### src/design/tmbr_pkg.sv
`default_nettype none
// ----------------------------------------------------------------------------
// tmbr_pkg: shared types and constants of the text message block reassembler
// Holds the status codes, the sequencer states, the store control bundle and
// the slot-to-address table.
// ----------------------------------------------------------------------------
package tmbr_pkg;

  localparam int unsigned BlockBytes = 13;
  localparam int unsigned StoreBytes = 52;
  localparam int unsigned NumRows    = StoreBytes / BlockBytes;
  localparam int unsigned AddrW      = $clog2(StoreBytes);
  localparam int unsigned RowW       = $clog2(NumRows);
  localparam int unsigned CntW       = $clog2(BlockBytes);

  localparam logic [7:0] SpaceChar = 8'h20;
  localparam logic [7:0] PrintLo   = 8'h21;
  localparam logic [7:0] PrintHi   = 8'h7E;

  localparam logic [3:0] MaskOne   = 4'h1;
  localparam logic [3:0] MaskTwo   = 4'h3;
  localparam logic [3:0] MaskThree = 4'h7;
  localparam logic [3:0] MaskFour  = 4'hF;

  localparam logic [3:0] SlotRow0  = 4'h1;
  localparam logic [3:0] SlotRow1  = 4'h2;
  localparam logic [3:0] SlotRow2  = 4'h4;
  localparam logic [3:0] SlotRow3  = 4'h8;

  typedef enum logic [2:0] {
    StPending  = 3'd0,
    StRejected = 3'd1,
    StIgnored  = 3'd2,
    StCleared  = 3'd3,
    StChar     = 3'd4,
    StEmpty    = 3'd5
  } status_e;

  typedef enum logic [2:0] {
    SIdle,
    SWrite,
    SCheck,
    SScanRd,
    SScanCk,
    SEmitRd,
    SEmitOut,
    SResp
  } state_e;

  typedef struct packed {
    logic             we;
    logic [AddrW-1:0] waddr;
    logic [7:0]       wdata;
    logic             clr;
    logic             set_en;
    logic [RowW-1:0]  set_row;
  } store_ctrl_t;

  // First byte address of a row; row count NumRows gives the full length.
  function automatic logic [AddrW-1:0] row_start(input logic [RowW:0] row);
    logic [AddrW-1:0] a;
    unique case (row)
      3'd0:    a = 6'd0;
      3'd1:    a = 6'd13;
      3'd2:    a = 6'd26;
      3'd3:    a = 6'd39;
      3'd4:    a = 6'd52;
      default: a = 6'd0;
    endcase
    return a;
  endfunction

endpackage
`default_nettype wire

### src/design/tmbr_byte_unit.sv
`default_nettype none
// ----------------------------------------------------------------------------
// tmbr_byte_unit: shared byte classifier
// Maps a non-printable byte to a space and flags a space byte.
// ----------------------------------------------------------------------------
module tmbr_byte_unit (
  input  wire logic [7:0] byte_i,
  output logic      [7:0] clean_o,
  output logic            is_space_o
);
  import tmbr_pkg::*;

  always_comb begin
    if (byte_i < PrintLo || byte_i > PrintHi) begin
      clean_o = SpaceChar;
    end else begin
      clean_o = byte_i;
    end
    is_space_o = (byte_i == SpaceChar);
  end

endmodule
`default_nettype wire

### src/design/tmbr_store.sv
`default_nettype none
// ----------------------------------------------------------------------------
// tmbr_store: 52-byte text store
// Byte-wide memory with registered read and one valid bit per 13-byte row.
// ----------------------------------------------------------------------------
module tmbr_store (
  input  wire logic                                 clk_i,
  input  wire logic                                 rst_ni,
  input  wire tmbr_pkg::store_ctrl_t                ctrl_i,
  input  wire logic [tmbr_pkg::AddrW-1:0]           raddr_i,
  output logic      [7:0]                           rdata_o,
  output logic      [tmbr_pkg::NumRows-1:0]         row_valid_o
);
  import tmbr_pkg::*;

  logic [7:0]         mem [StoreBytes];
  logic [7:0]         rdata_q;
  logic [NumRows-1:0] valid_q, valid_d;

  always_ff @(posedge clk_i) begin
    if (ctrl_i.we) begin
      mem[ctrl_i.waddr] <= ctrl_i.wdata;
    end
    rdata_q <= mem[raddr_i];
  end

  always_comb begin
    valid_d = valid_q;
    if (ctrl_i.clr) begin
      valid_d = '0;
    end else if (ctrl_i.set_en) begin
      valid_d[ctrl_i.set_row] = 1'b1;
    end
  end

  always_ff @(posedge clk_i or negedge rst_ni) begin
    if (!rst_ni) begin
      valid_q <= '0;
    end else begin
      valid_q <= valid_d;
    end
  end

  assign rdata_o     = rdata_q;
  assign row_valid_o = valid_q;

endmodule
`default_nettype wire

### src/design/text_message_block_reassembler_top.sv
`default_nettype none
// Latency: clear, zero-control and rejected items give their one result the cycle after
//   the transfer; a stored block is written byte by byte and checked, then gives a pending
//   status, an empty status for no text, or a scan that reads and checks each text byte,
//   followed by an empty status or by a read and an output step per emitted character.
// Throughput, output never stalled: a single-result item every cycle; a stored block
//   holds off new items until all its results are loaded. Reset clears control and row valid bits.
// ----------------------------------------------------------------------------
// text_message_block_reassembler_top: text message block reassembler
// Collects up to four 13-byte blocks into a text store and, once the block
// mask is complete, emits the trimmed text one character per transfer.
// ----------------------------------------------------------------------------
module text_message_block_reassembler_top (
  input  wire logic        clk_i,
  input  wire logic        rst_ni,
  input  wire logic        in_valid_i,
  output logic             in_ready_o,
  input  wire logic        mode_i,
  input  wire logic [7:0]  control_byte_i,
  input  wire logic [63:0] payload_low_i,
  input  wire logic [39:0] payload_high_i,
  output logic             out_valid_o,
  input  wire logic        out_ready_i,
  output logic [2:0]       status_o,
  output logic [6:0]       text_char_o,
  output logic [5:0]       char_index_o,
  output logic             last_o
);
  import tmbr_pkg::*;

  localparam int unsigned PayW = 8 * BlockBytes;

  // Sequencer state and working registers
  state_e           state_q, state_d;
  logic [7:0]       acc_q, acc_d;
  logic             complete_q, complete_d;
  logic [RowW-1:0]  row_q, row_d;
  logic [CntW-1:0]  wcnt_q, wcnt_d;
  logic [PayW-1:0]  pay_q, pay_d;
  logic [AddrW-1:0] ptr_q, ptr_d;
  logic [AddrW-1:0] first_q, first_d;
  logic [AddrW-1:0] last_q, last_d;
  logic             found_q, found_d;
  status_e          resp_q, resp_d;

  // Output register
  logic             ovalid_q, ovalid_d;
  status_e          ostatus_q, ostatus_d;
  logic [6:0]       ochar_q, ochar_d;
  logic [5:0]       oidx_q, oidx_d;
  logic             olast_q, olast_d;
  logic             out_free;

  // Store and byte unit
  store_ctrl_t        sctrl;
  logic [7:0]         rdata;
  logic [NumRows-1:0] row_valid;
  logic [7:0]         bu_in, bu_clean;
  logic               bu_space;

  // Decode of the incoming control byte
  logic [3:0]      mask_n, slot_n;
  logic            mask_ok, slot_ok;
  logic [RowW-1:0] slot_row;
  logic [7:0]      acc_new;

  // Length of the text: all leading filled rows
  logic [RowW:0]    lead_rows;
  logic [AddrW-1:0] text_len, text_len_m1;
  logic             found_now;

  tmbr_store u_store (
    .clk_i       (clk_i),
    .rst_ni      (rst_ni),
    .ctrl_i      (sctrl),
    .raddr_i     (ptr_q),
    .rdata_o     (rdata),
    .row_valid_o (row_valid)
  );

  // Shared classifier: cleans payload bytes while writing, spots spaces while scanning
  assign bu_in = (state_q == SWrite) ? pay_q[7:0] : rdata;

  tmbr_byte_unit u_byte (
    .byte_i     (bu_in),
    .clean_o    (bu_clean),
    .is_space_o (bu_space)
  );

  assign out_free   = !ovalid_q || out_ready_i;
  assign in_ready_o = (state_q == SIdle) && out_free;

  always_comb begin
    mask_n  = control_byte_i[7:4];
    slot_n  = control_byte_i[3:0];
    mask_ok = (mask_n == MaskOne) || (mask_n == MaskTwo) ||
              (mask_n == MaskThree) || (mask_n == MaskFour);
    slot_ok  = 1'b1;
    slot_row = '0;
    unique case (slot_n)
      SlotRow0: slot_row = 2'd0;
      SlotRow1: slot_row = 2'd1;
      SlotRow2: slot_row = 2'd2;
      SlotRow3: slot_row = 2'd3;
      default:  slot_ok  = 1'b0;
    endcase
    acc_new = acc_q | control_byte_i;
  end

  always_comb begin
    if (!row_valid[0]) begin
      lead_rows = 3'd0;
    end else if (!row_valid[1]) begin
      lead_rows = 3'd1;
    end else if (!row_valid[2]) begin
      lead_rows = 3'd2;
    end else if (!row_valid[3]) begin
      lead_rows = 3'd3;
    end else begin
      lead_rows = 3'd4;
    end
    text_len    = row_start(lead_rows);
    text_len_m1 = text_len - 6'd1;
    found_now   = found_q || !bu_space;
  end

  always_comb begin
    state_d    = state_q;
    acc_d      = acc_q;
    complete_d = complete_q;
    row_d      = row_q;
    wcnt_d     = wcnt_q;
    pay_d      = pay_q;
    ptr_d      = ptr_q;
    first_d    = first_q;
    last_d     = last_q;
    found_d    = found_q;
    resp_d     = resp_q;

    ovalid_d  = ovalid_q && !out_ready_i;
    ostatus_d = ostatus_q;
    ochar_d   = ochar_q;
    oidx_d    = oidx_q;
    olast_d   = olast_q;

    sctrl         = '0;
    sctrl.waddr   = row_start({1'b0, row_q}) + AddrW'(wcnt_q);
    sctrl.wdata   = bu_clean;
    sctrl.set_row = row_q;

    unique case (state_q)
      SIdle: begin
        if (in_valid_i && in_ready_o) begin
          // Single-result items load the output register directly
          ochar_d = '0;
          oidx_d  = '0;
          olast_d = 1'b1;
          if (mode_i) begin
            sctrl.clr = 1'b1;
            acc_d     = '0;
            ovalid_d  = 1'b1;
            ostatus_d = StCleared;
          end else if (control_byte_i == 8'h00) begin
            ovalid_d  = 1'b1;
            ostatus_d = StIgnored;
          end else if (!mask_ok || !slot_ok) begin
            sctrl.clr = 1'b1;
            acc_d     = '0;
            ovalid_d  = 1'b1;
            ostatus_d = StRejected;
          end else begin
            acc_d      = acc_new;
            complete_d = (acc_new[3:0] == acc_new[7:4]);
            row_d      = slot_row;
            wcnt_d     = '0;
            pay_d      = {payload_high_i, payload_low_i};
            state_d    = SWrite;
          end
        end
      end
      SWrite: begin
        // One cleaned byte a cycle; advance the payload shift register
        sctrl.we = 1'b1;
        pay_d    = pay_q >> 8;
        if (wcnt_q == CntW'(BlockBytes - 1)) begin
          sctrl.set_en = 1'b1;
          state_d      = SCheck;
        end else begin
          wcnt_d = wcnt_q + CntW'(1);
        end
      end
      SCheck: begin
        ptr_d   = '0;
        found_d = 1'b0;
        if (!complete_q) begin
          resp_d  = StPending;
          state_d = SResp;
        end else if (text_len == '0) begin
          resp_d  = StEmpty;
          state_d = SResp;
        end else begin
          state_d = SScanRd;
        end
      end
      SScanRd: begin
        state_d = SScanCk;
      end
      SScanCk: begin
        // Track first and last non-space position in one forward pass
        if (!bu_space) begin
          if (!found_q) begin
            first_d = ptr_q;
          end
          last_d  = ptr_q;
          found_d = 1'b1;
        end
        if (ptr_q == text_len_m1) begin
          if (found_now) begin
            ptr_d   = bu_space ? first_q : (found_q ? first_q : ptr_q);
            state_d = SEmitRd;
          end else begin
            resp_d  = StEmpty;
            state_d = SResp;
          end
        end else begin
          ptr_d   = ptr_q + AddrW'(1);
          state_d = SScanRd;
        end
      end
      SEmitRd: begin
        state_d = SEmitOut;
      end
      SEmitOut: begin
        // Hold the read byte until the output register frees up
        if (out_free) begin
          ovalid_d  = 1'b1;
          ostatus_d = StChar;
          ochar_d   = rdata[6:0];
          oidx_d    = ptr_q - first_q;
          olast_d   = (ptr_q == last_q);
          if (ptr_q == last_q) begin
            state_d = SIdle;
          end else begin
            ptr_d   = ptr_q + AddrW'(1);
            state_d = SEmitRd;
          end
        end
      end
      SResp: begin
        if (out_free) begin
          ovalid_d  = 1'b1;
          ostatus_d = resp_q;
          ochar_d   = '0;
          oidx_d    = '0;
          olast_d   = 1'b1;
          state_d   = SIdle;
        end
      end
      default: begin
        state_d = SIdle;
      end
    endcase
  end

  always_ff @(posedge clk_i or negedge rst_ni) begin
    if (!rst_ni) begin
      state_q  <= SIdle;
      acc_q    <= '0;
      ovalid_q <= 1'b0;
    end else begin
      state_q  <= state_d;
      acc_q    <= acc_d;
      ovalid_q <= ovalid_d;
    end
  end

  always_ff @(posedge clk_i) begin
    complete_q <= complete_d;
    row_q      <= row_d;
    wcnt_q     <= wcnt_d;
    pay_q      <= pay_d;
    ptr_q      <= ptr_d;
    first_q    <= first_d;
    last_q     <= last_d;
    found_q    <= found_d;
    resp_q     <= resp_d;
    ostatus_q  <= ostatus_d;
    ochar_q    <= ochar_d;
    oidx_q     <= oidx_d;
    olast_q    <= olast_d;
  end

  assign out_valid_o  = ovalid_q;
  assign status_o     = ostatus_q;
  assign text_char_o  = ochar_q;
  assign char_index_o = oidx_q;
  assign last_o       = olast_q;

endmodule
`default_nettype wire

### config.mk
export PLATFORM = sky130hd
export DESIGN_NAME = text_message_block_reassembler_top
export DESIGN_NICKNAME = d
export VERILOG_FILES = /design/src/design/tmbr_pkg.sv /design/src/design/tmbr_byte_unit.sv /design/src/design/tmbr_store.sv /design/src/design/text_message_block_reassembler_top.sv
export SDC_FILE = /design/constraint.sdc
export NUM_CORES = 1
export LEC_CHECK = 0
export CAP_MARGIN = 0
export CORE_MARGIN = 3
export CORE_UTILIZATION = 35
export DETAILED_ROUTE_END_ITERATION = 8
export DONT_BUFFER_PORTS = 1
export PLACE_DENSITY = 0.53
export SYNTH_ARGS = -nofsm -noshare
export SYNTH_HDL_FRONTEND = slang
export SYNTH_SLANG_ARGS = --single-unit
### constraint.sdc
create_clock -name clk_i -period 3.69 [get_ports clk_i]
set_input_delay 0.369 -clock clk_i [delete_from_list [all_inputs] [get_ports clk_i]]
set_output_delay 0.369 -clock clk_i [all_outputs]
set_load 0.1 [all_outputs]
==> metrics.txt <==
# TYPE chip_impl_metric gauge
chip_impl_metric{name="layout.core_utilization",unit="%"} 42.9
chip_impl_metric{name="drt_drc",unit=""} 0
chip_impl_metric{name="number_of_antenna_violations_at_the_first_check_in_global_routing",unit=""} 0
chip_impl_metric{name="count_of_antenna_diodes_in_the_layout",unit=""} 0
chip_impl_metric{name="power_density_relative_to_cell_area",unit="mW/mm2"} 460
chip_impl_metric{name="num_vias",unit=""} 13833
chip_impl_metric{name="path_clk_slew",unit="ns"} 0.06
chip_impl_info{name="timing.critical_path.to_type",value="register"} 1
chip_impl_metric{name="yosysTopAreaCellShare",unit="%"} 69.3
chip_impl_info{name="cp_cell_sequence",value="inv_1 -> ha_1 -> nor2_1 -> nor2_1 -> ha_1 -> a21o_1 -> a21oi_1 -> a21boi_0 -> xnor2_1 -> nand2_1 -> nor2_1 -> buf_4"} 1
chip_impl_metric{name="cts_hold_buffers",unit=""} 115
chip_impl_metric{name="drt-wirelength-per-cell",unit="um"} 21.0
chip_impl_metric{name="finalClockSkew",unit="ns"} 0.0161
chip_impl_metric{name="die_width",unit="um"} 270
chip_impl_metric{name="syn_area",unit="mm2"} 0.0244
chip_impl_info{name="rsz0062_at_grt",value="false"} 1
chip_impl_metric{name="groute.layer.met2.usage",unit="%"} 26.3
chip_impl_metric{name="start_util",unit="%"} 35.5
chip_impl_info{name="timing.critical_path.max_delay_family",value="simple AND/OR/NAND/NOR gates"} 1
chip_impl_info{name="critical_path.startpoint_type",value="register"} 1
chip_impl_metric{name="gpl.final_weighted_congestion",unit=""} 0.785
chip_impl_metric{name="min_period",unit="ns"} 3.37
chip_impl_metric{name="detail-route-antenna-nets",unit=""} 0
chip_impl_metric{name="worst_slew_margin_rel",unit="%"} 29.6
chip_impl_metric{name="global_route.usage.met1",unit="%"} 20.8
chip_impl_metric{name="final_max_slew_viol_count",unit=""} 0
chip_impl_metric{name="tns",unit="ns"} 0
chip_impl_metric{name="ioPinCount",unit=""} 136
chip_impl_metric{name="firstDrtPassIters",unit=""} 5
chip_impl_info{name="yosys.area.top_type",value="edfxtp_1"} 1
chip_impl_metric{name="globalRouteOverflowTotal",unit=""} 0
chip_impl_info{name="synth-main-ff-cell",value="edfxtp_1"} 1
chip_impl_info{name="clock_tree_from_tritoncts",value="yes"} 1
chip_impl_metric{name="cts_setup_buffers",unit=""} 0
chip_impl_metric{name="first_global_vias",unit=""} 14121
chip_impl_info{name="crit_slowest_cell",value="edfxtp_1"} 1
chip_impl_metric{name="cts_bufs_inserted",unit=""} 58
chip_impl_metric{name="worstPathRequired",unit="ns"} 4.00
chip_impl_metric{name="post_cts_resized",unit=""} 0
chip_impl_metric{name="finalSetupViolations",unit=""} 0
chip_impl_info{name="path_class",value="register to register"} 1
chip_impl_metric{name="fmaxAchievable",unit="MHz"} 297
chip_impl_metric{name="arrival",unit="ns"} 3.68
chip_impl_metric{name="final_min_period_over_clock_period",unit="%"} 91.4
chip_impl_metric{name="vias_per_cell",unit=""} 4.95
chip_impl_metric{name="pin_count_of_the_biggest_net_entering_global_routing",unit=""} 106
chip_impl_metric{name="die-area",unit="mm2"} 0.0730
chip_impl_metric{name="wirelength",unit="um"} 58600
chip_impl_metric{name="io_buffers",unit=""} 0
chip_impl_metric{name="avg_inst_size_synth",unit="um2"} 15.5
chip_impl_metric{name="clockBufferDepth",unit=""} 3
chip_impl_metric{name="static-leakage-power",unit="nW"} 10.5
chip_impl_metric{name="buffering_stage_count_on_the_worst_path_with_inverters_included",unit=""} 2
chip_impl_metric{name="drtIter0Drc",unit=""} 1119
chip_impl_metric{name="netlist_instances",unit=""} 1571
chip_impl_metric{name="synth_edf_count",unit=""} 564
chip_impl_info{name="timing.critical_path.mode_cell",value="nor2_1"} 1
chip_impl_metric{name="std_cell_rows",unit=""} 96
chip_impl_metric{name="worstPathMaxFanout",unit=""} 8
chip_impl_metric{name="ys_seq_elements",unit=""} 588
chip_impl_metric{name="critical_path.max_stage_delay",unit="ns"} 0.46
chip_impl_metric{name="yosys_warnings",unit=""} 0
chip_impl_info{name="globalRoute.busiestLayer",value="met2"} 1
chip_impl_metric{name="areaGrowthSynthToFinish",unit="%"} 20.9
chip_impl_info{name="status",value="completed"} 1
chip_impl_metric{name="clock_sinks",unit=""} 588
chip_impl_metric{name="synth.lib_cells_used.distinct",unit=""} 67
chip_impl_metric{name="nFillCells",unit=""} 6072
chip_impl_metric{name="grt_first_pass_wirelength",unit="um"} 87900
chip_impl_metric{name="ir_worst_vdd",unit="mV"} 0.277
chip_impl_metric{name="grt_use_total",unit="%"} 15.8
chip_impl_metric{name="drive_above_1_share",unit="%"} 17.2
chip_impl_metric{name="final-seq-area",unit="mm2"} 0.0175
chip_impl_metric{name="worst_skew_pair.late_latency",unit="ns"} 0.61
chip_impl_metric{name="synth-seq-area-share",unit="%"} 71.6
chip_impl_metric{name="floorplan.die.height",unit="um"} 270
chip_impl_metric{name="htree_num_levels",unit=""} 2
chip_impl_metric{name="grt.met3_usage",unit="%"} 3.46
chip_impl_metric{name="multi_input_area",unit="mm2"} 0.00673
chip_impl_info{name="cts.root.buffer_cell",value="clkbuf_16"} 1
chip_impl_metric{name="finalHoldViolations",unit=""} 0
chip_impl_info{name="hold_path_class",value="input port to register"} 1
chip_impl_metric{name="worst-slew-pin-transition",unit="ns"} 1.06
chip_impl_metric{name="detailedPlacementHpwl",unit="um"} 37300
chip_impl_info{name="synth_top_cells_by_area",value="edfxtp_1 69%, mux4_2 9.6%, nand2_1 5.2%"} 1
chip_impl_metric{name="coreArea",unit="mm2"} 0.0688
chip_impl_metric{name="max_cap_viol_count",unit=""} 0
chip_impl_metric{name="final_net_count",unit=""} 1951
chip_impl_metric{name="postSynth.asyncResetShare",unit="%"} 2.72
-- final timing paths --
check	cells past startpoint	slack, ns	start	end
setup reg to reg	12	0.32	row_q[0]$_DFFE_PP_	u_store.mem[11][2]$_DFFE_PP_
hold / removal	2	0.06	mode_i	status_o[0]$_DFFE_PP_
setup / recovery	12	0.32	row_q[0]$_DFFE_PP_	u_store.mem[11][2]$_DFFE_PP_
min in group asynchronous	1	0.31	rst_ni	out_valid_o$_DFF_PN0_
max in group asynchronous	1	2.85	rst_ni	acc_q[7]$_DFFE_PN0P_
hold reg to reg	2	0.50	acc_q[1]$_DFFE_PN0P_	acc_q[1]$_DFFE_PN0P_
-- registers in the layout (all words and copies together) (netlist names), 2 cells and up --
register / flops
status_o: 3
acc_q: 8
text_char_o: 7
last_q: 6
u_store.row_valid_o: 4
row_q: 2
state_q: 3
u_store.rdata_o: 8
wcnt_q: 4
ptr_q: 6
u_store.mem: 416
pay_q: 104
first_q: 6
char_index_o: 6
-- logic make-up after synthesis --
kind of cell    count (synthesis)  share of synthesized area [%]
mux                           140                           11.1
buf+inv                       106                           1.95
compound gates                137                           3.68
simple gates                  553                           9.64
flops                         588                           71.6
other cells                     1                         0.0154
xor+xnor                       26                          0.932
fa+ha+maj                      20                           1.09
-- synthesized netlist by cell type (11+ instances only) --
master and count:
dfrtp_1 16, and2_1 12, mux4_2 104, xor2_1 11
ha_1 18, nand2_1 341, clkbuf_1 44, mux2i_1 34
nor2b_1 13, inv_1 26, a21oi_1 60, o221ai_1 16
edfxtp_1 564, o21ai_0 21, nand3_1 20, nor3_1 17
xnor2_1 15, nor2_1 103, buf_2 14
-- power breakdown --
group | internal, W | leakage, nW | switching [W]
sequential | 0.00723 | 5.39 | 0.0000000000000000000230
clock | 0.00366 | 0.997 | 0.00250
combinational | 0.000110 | 4.07 | 0.0000753
total | 0.0110 | 10.5 | 0.00258
-- area by class of cell --
type                            count  area share, %
Sequential cell                   588           59.2
Multi-Input combinational cell    928           22.8
Timing Repair Buffer              210           6.86
Clock buffer                       66           5.30
Tap cell                          931           3.94
Clock inverter                     41           1.50
Inverter                           28          0.356
-- placed cells by master (no fill, tap or decap), drive strengths merged, types with 23 or more instances in the layout --
cell type / instances
edfxtp: 564
nand2: 341
dlygate4sd3: 115
mux4: 104
nor2: 103
buf: 95
clkbuf: 66
a21oi: 60
conb: 52
mux2i: 34
inv: 32
clkinv: 26
o21ai: 23
-- through the flow --
stage	cell area (um2)	worst slack [ns]	hold WS [ns]	cells	total power, W
floorplan	24600	0.0756	0.0734	1622	0.00743
detailed placement	26400	0.402	0.0747	2570	0.00745
global placement	26400	0.441	0.0742	2570	0.00744
finish	29500	0.319	0.0623	2792	0.0136
CTS	29500	0.338	0.0129	2792	0.0137
global route	29500	0.126	0.0387	2792	0.0140
-- routing by layer --
metal  part of all wire, %  up-vias
li1                      -     6359
met1                    42     6968
met2                    49      392
met3                   6.0      114
met4                   3.3        0
met5                     0        -
Power figures use the tool's default switching activity.
